**src/sv/assert_macros.svh**
```systemverilog
// ----------------------------------------------------------------------------
// assertion macros
// shared concurrent assertion forms, clocked on clk and disabled in reset
// ----------------------------------------------------------------------------
`ifndef ASSERT_MACROS_SVH
`define ASSERT_MACROS_SVH

// property that holds at every edge outside reset
`define VPP_ASSERT(label, prop, msg) \
    label: assert property (@(posedge clk) disable iff (!rst_n) (prop)) else $error(msg);

// same-cycle implication
`define VPP_ASSERT_IMP(label, ante, cons, msg) \
    label: assert property (@(posedge clk) disable iff (!rst_n) (ante) |-> (cons)) else $error(msg);

`endif

```
**src/sv/vpp_pkg.sv**
```systemverilog
// ----------------------------------------------------------------------------
// vpp_pkg
// action codes, register indexes and the control bundle of the divider chain
// ----------------------------------------------------------------------------
package vpp_pkg;

    localparam int CFG_IDX_W = 3;

    localparam logic [1:0] ACT_PROJ  = 2'd0;
    localparam logic [1:0] ACT_PERSP = 2'd1;

    localparam logic [CFG_IDX_W-1:0] REG_ROW_ONE       = 3'd0;
    localparam logic [CFG_IDX_W-1:0] REG_ROW_TWO       = 3'd1;
    localparam logic [CFG_IDX_W-1:0] REG_ROW_THREE     = 3'd2;
    localparam logic [CFG_IDX_W-1:0] REG_VIEW_IS_3D    = 3'd3;
    localparam logic [CFG_IDX_W-1:0] REG_VIEW_DISTANCE = 3'd4;
    localparam logic [CFG_IDX_W-1:0] REG_GEN_Z         = 3'd5;

    typedef struct packed {
        logic       eol;
        logic       apply;
        logic       zero_z;
        logic [2:0] psat;
        logic [2:0] ovf;
        logic [2:0] neg;
    } ctl_t;

endpackage

```
**src/sv/vpp_div_cell.sv**
```systemverilog
// ----------------------------------------------------------------------------
// vpp_div_cell
// one restoring division step for the three coordinate lanes
// ----------------------------------------------------------------------------
`include "assert_macros.svh"

module vpp_div_cell #(
    parameter int CW = 32
) (
    input  logic                clk,
    input  logic                rst_n,
    input  logic                in_valid,
    output logic                in_ready,
    input  vpp_pkg::ctl_t       in_ctl,
    input  logic [CW-1:0]       in_den,
    input  logic [2:0][CW-1:0]  in_rem,
    input  logic [2:0][CW-1:0]  in_sh,
    input  logic [2:0][CW-1:0]  in_byp,
    output logic                out_valid,
    input  logic                out_ready,
    output vpp_pkg::ctl_t       out_ctl,
    output logic [CW-1:0]       out_den,
    output logic [2:0][CW-1:0]  out_rem,
    output logic [2:0][CW-1:0]  out_sh,
    output logic [2:0][CW-1:0]  out_byp
);

    logic                v_reg;
    vpp_pkg::ctl_t       ctl_reg;
    logic [CW-1:0]       den_reg;
    logic [2:0][CW-1:0]  rem_reg;
    logic [2:0][CW-1:0]  sh_reg;
    logic [2:0][CW-1:0]  byp_reg;
    logic [2:0][CW-1:0]  rem_next;
    logic [2:0][CW-1:0]  sh_next;

    assign in_ready = !v_reg || out_ready;

    always_comb
    begin
        logic [CW:0] t;
        logic [CW:0] diff;
        logic        ge;
        for (int l = 0; l < 3; l++)
        begin
            t           = {in_rem[l], in_sh[l][CW-1]};
            diff        = t - {1'b0, in_den};
            ge          = t >= {1'b0, in_den};
            rem_next[l] = ge ? diff[CW-1:0] : t[CW-1:0];
            sh_next[l]  = {in_sh[l][CW-2:0], ge};
        end
    end

    always_ff @(posedge clk or negedge rst_n)
    begin
        if (!rst_n)
        begin
            v_reg <= 1'b0;
        end
        else if (in_ready)
        begin
            v_reg <= in_valid;
        end
    end

    always_ff @(posedge clk)
    begin
        if (in_valid && in_ready)
        begin
            ctl_reg <= in_ctl;
            den_reg <= in_den;
            rem_reg <= rem_next;
            sh_reg  <= sh_next;
            byp_reg <= in_byp;
        end
    end

    assign out_valid = v_reg;
    assign out_ctl   = ctl_reg;
    assign out_den   = den_reg;
    assign out_rem   = rem_reg;
    assign out_sh    = sh_reg;
    assign out_byp   = byp_reg;

    `VPP_ASSERT_IMP(a_rem_below_den, v_reg && ctl_reg.apply && !ctl_reg.ovf[0], rem_reg[0] < den_reg, "remainder not below divisor")

endmodule
```
**config.mk**
```make
export PLATFORM = sky130hd
export DESIGN_NAME = vpp_div_cell
export DESIGN_NICKNAME = d
export VERILOG_FILES = /design/src/sv/vpp_pkg.sv /design/src/sv/vpp_div_cell.sv
export VERILOG_INCLUDE_DIRS = /design/src /design/src/sv
export SDC_FILE = /design/constraint.sdc
export NUM_CORES = 1
export LEC_CHECK = 0
export BUFFER_PORTS_ARGS = -buffer_cell sky130_fd_sc_hd__buf_2
export CORE_AREA = 2 2 261 263
export CTS_CLUSTER_DIAMETER = 120
export DETAILED_ROUTE_END_ITERATION = 8
export DIE_AREA = 0 0 263 265
export GPL_TIMING_DRIVEN = 0
export PLACE_DENSITY = 0.58
export SYNTH_ARGS = -nofsm -noshare
export SYNTH_HDL_FRONTEND = slang
export SYNTH_SLANG_ARGS = --single-unit
```
**constraint.sdc**
```tcl
create_clock -name clk -period 22.6 [get_ports clk]
set_clock_uncertainty 0.1 [all_clocks]
set_input_delay 6.78 -clock clk [delete_from_list [all_inputs] [get_ports clk]]
set_output_delay 6.78 -clock clk [all_outputs]
set_load 0.03 [all_outputs]
```
==> metrics.cfg <==
[critical_path]
start_kind = input port
arrival_ps = 7230
cpMostUsedCell = buf_2
cp_max_fo = 3
cp_slowest_cell = buf_2
cp_slowest_stage_delay_ps = 190
crit_required_ps = 15720
crit_chain = buf_2, nand2b_1, buf_2
worstSetupPathType = in2out
critPathCaptureType = output port

[run_status]
status = complete, no violations

[logic_synthesis]
yosys-top-cells-count = edfxtp_1, nand2_1, o21ai_0
synthCells = 1236
synth.distinct_cells = 69
ys_seq_elements = 333
avgSynthCellArea_um2 = 13.2
ys.flop_type = edfxtp_1
ys_seq_area_frac = 0.613
yosysTopAreaCell = edfxtp_1
yosysMostFrequentCell = edfxtp_1
synth.area.top_cells = edfxtp_1, ha_1, o21ai_0
synthArstFlopShare = 0.00300
synth_top_area_frac = 0.611
synth_edf_count = 332
synthesis.nets = 1671
netlist_area_um2 = 16300
synth_warnings = 0

[timing]
period_needed_ps = 14110
finalSetupViolCount = 0
rsz0062_at_grt = no
fmax_ghz = 0.0709
slew_violations = 0
finalHoldViolCount = 0
setup_tns_ps = 0
tightest_slew_ps = 969
max_slew_margin = 0.354
min_period_over_period = 0.624

[pwr]
internal_power_mw = 1.31
p_per_area_nw_per_um2 = 84.7
total_power_mw = 1.90
power.leakage_nw = 9.63
sw_frac_of_total = 0.310
clock_power_share = 0.378
combPwrFrac = 0.224
power_switching_mw = 0.588
ir_drop_mv = 0.0503
power_frac_seq = 0.398

[global_routing]
grt-ovfl-total = 0
grt_pass1_wl_um = 112000
grt_max_degree = 73
antenna_found_initial = 53
grt_usage = 0.231
grt_pass1_vias = 14200

[clock_network]
htree_levels = 2
clk_pin_slew_ps = 60
cts_setup_buffers = 0
cts-root-buf = clkbuf_16
insertion_delay_ps = 570
cts_tree = built
numCtsBuffers = 43
holdBufCountCts = 0
cts_resized = 0
cts_max_path_buffers = 3
cts_num_sinks = 333

[route]
drc = 0
drtPass1Iterations = 5
vias_per_cell = 4.81
first_iter_violations = 1067
wl_um = 83300
ant_nets = 0
num_vias = 13800
wl_per_cell_um = 29.0

[floorplan]
core_area_um2 = 66800
rows = 95
die_y_um = 265
start_util = 0.244
pin_count = 670
dieArea_um2 = 69700
die_x_um = 263

[finish]
nets = 2390
drive_above_1_share = 0.404
nFillCells = 6756
multiInputGateArea_um2 = 5950
area_growth_pct = 37.2
final_util = 0.335
seqCellArea_um2 = 9990

[placement]
hpwl_um = 70100
port_buffers = 669
gp_congestion = 0.890

[hold_path]
hold_class = reg2reg

[run]
maxCapViolCount = 0

==> per-stage QoR <==
stage / setup WS (ps) / hold WS [ps] / instance area [µm²] / instances
after global routing: 8460 / 518 / 22400 / 2865
after CTS: 8490 / 464 / 22400 / 2862
after global placement: 3710 / 405 / 20800 / 2778
after floorplan: 7100 / 825 / 16300 / 1236
after detailed placement: 8490 / 439 / 20900 / 2783
final: 8490 / 474 / 22400 / 2872
==> worst max-delay path, delay by kind of cell <==
| family | cells | cell delay (ps) |
|---|---|---|
| buffers and inverters | 2 | 280 |
| and+or+nand+nor | 1 | 160 |
==> layout make-up <==
class,instances,share of cell area
timing repair buffer,674,0.156
clock buffer,49,0.0491
multi-input combinational,821,0.266
clock inverter,30,0.0162
sequential,333,0.447
tap,873,0.0488
antenna,10,0.00112
inverter,55,0.00922
buffer,27,0.00755
==> sequential cells by signal (all words and copies together) (netlist names) <==
name and flops:
out_rem 96, out_sh 96, out_ctl 12, out_byp 96, out_den 32, out_valid 1
==> power groups by stage <==
stage          sequential, mW  clock [mW]  combinational, mW
2_1_floorplan           0.862           0              0.176
3_3_place_gp            0.785           0              0.421
3_5_place_dp            0.766           0              0.427
4_1_cts                 0.755       0.738              0.430
5_1_grt                 0.758       0.761              0.454
6_report                0.754       0.717              0.425
==> metal layers <==
layer | wire (µm) | global-route usage | part of all wire
met5 | 215 | 0 | 0.0026
met4 | 2090 | 0.0558 | 0.025
met3 | 6440 | 0.0674 | 0.077
met2 | 44600 | 0.444 | 0.53
met1 | 30000 | 0.246 | 0.36
==> path summary, 6_finish.rpt <==
kind	depth (start not counted)	slack (ps)	endpoint	start
max in group asynchronous	1	16450	out_valid	rst_n
min	2	470	out_valid	out_valid
min reg2reg	2	470	out_valid	out_valid
max	3	8490	in_ready	out_ready
max reg2reg	5	19750	out_sh[75]	out_valid
min in group asynchronous	1	5860	out_valid	rst_n
==> placed cells by master (no fill, tap or decap), types with 8 or more instances in the layout <==
master     instances
diode_2           10
edfxtp_1         332
xor2_1            35
clkbuf_1          23
clkbuf_16         43
a31oi_1            9
mux2_4            27
nand2b_1          13
o21a_1            10
a21o_1            41
nor2_1            46
nand2_1          108
ha_1              96
o21bai_1          12
nor3_1            13
o31ai_1            8
xnor2_1           46
nor2b_1           12
o211ai_1           9
nand3_1           12
buf_2            672
clkinv_2           8
inv_1             55
a211oi_1           9
and3_1            16
nand4_1           18
a21oi_1           86
o21ai_0          101
==> cells by family after synthesis <==
| group | share of synthesized area |
|---|---|
| and+or+nand+nor | 0.0778 |
| muxes | 0.0327 |
| xor gates and xnor gates | 0.0435 |
| AOI/OAI and AO/OA | 0.133 |
| buffers and inverters | 0.0230 |
| DFF | 0.613 |
| adders and majority gates | 0.0773 |
(Power assumes the default switching activity.)
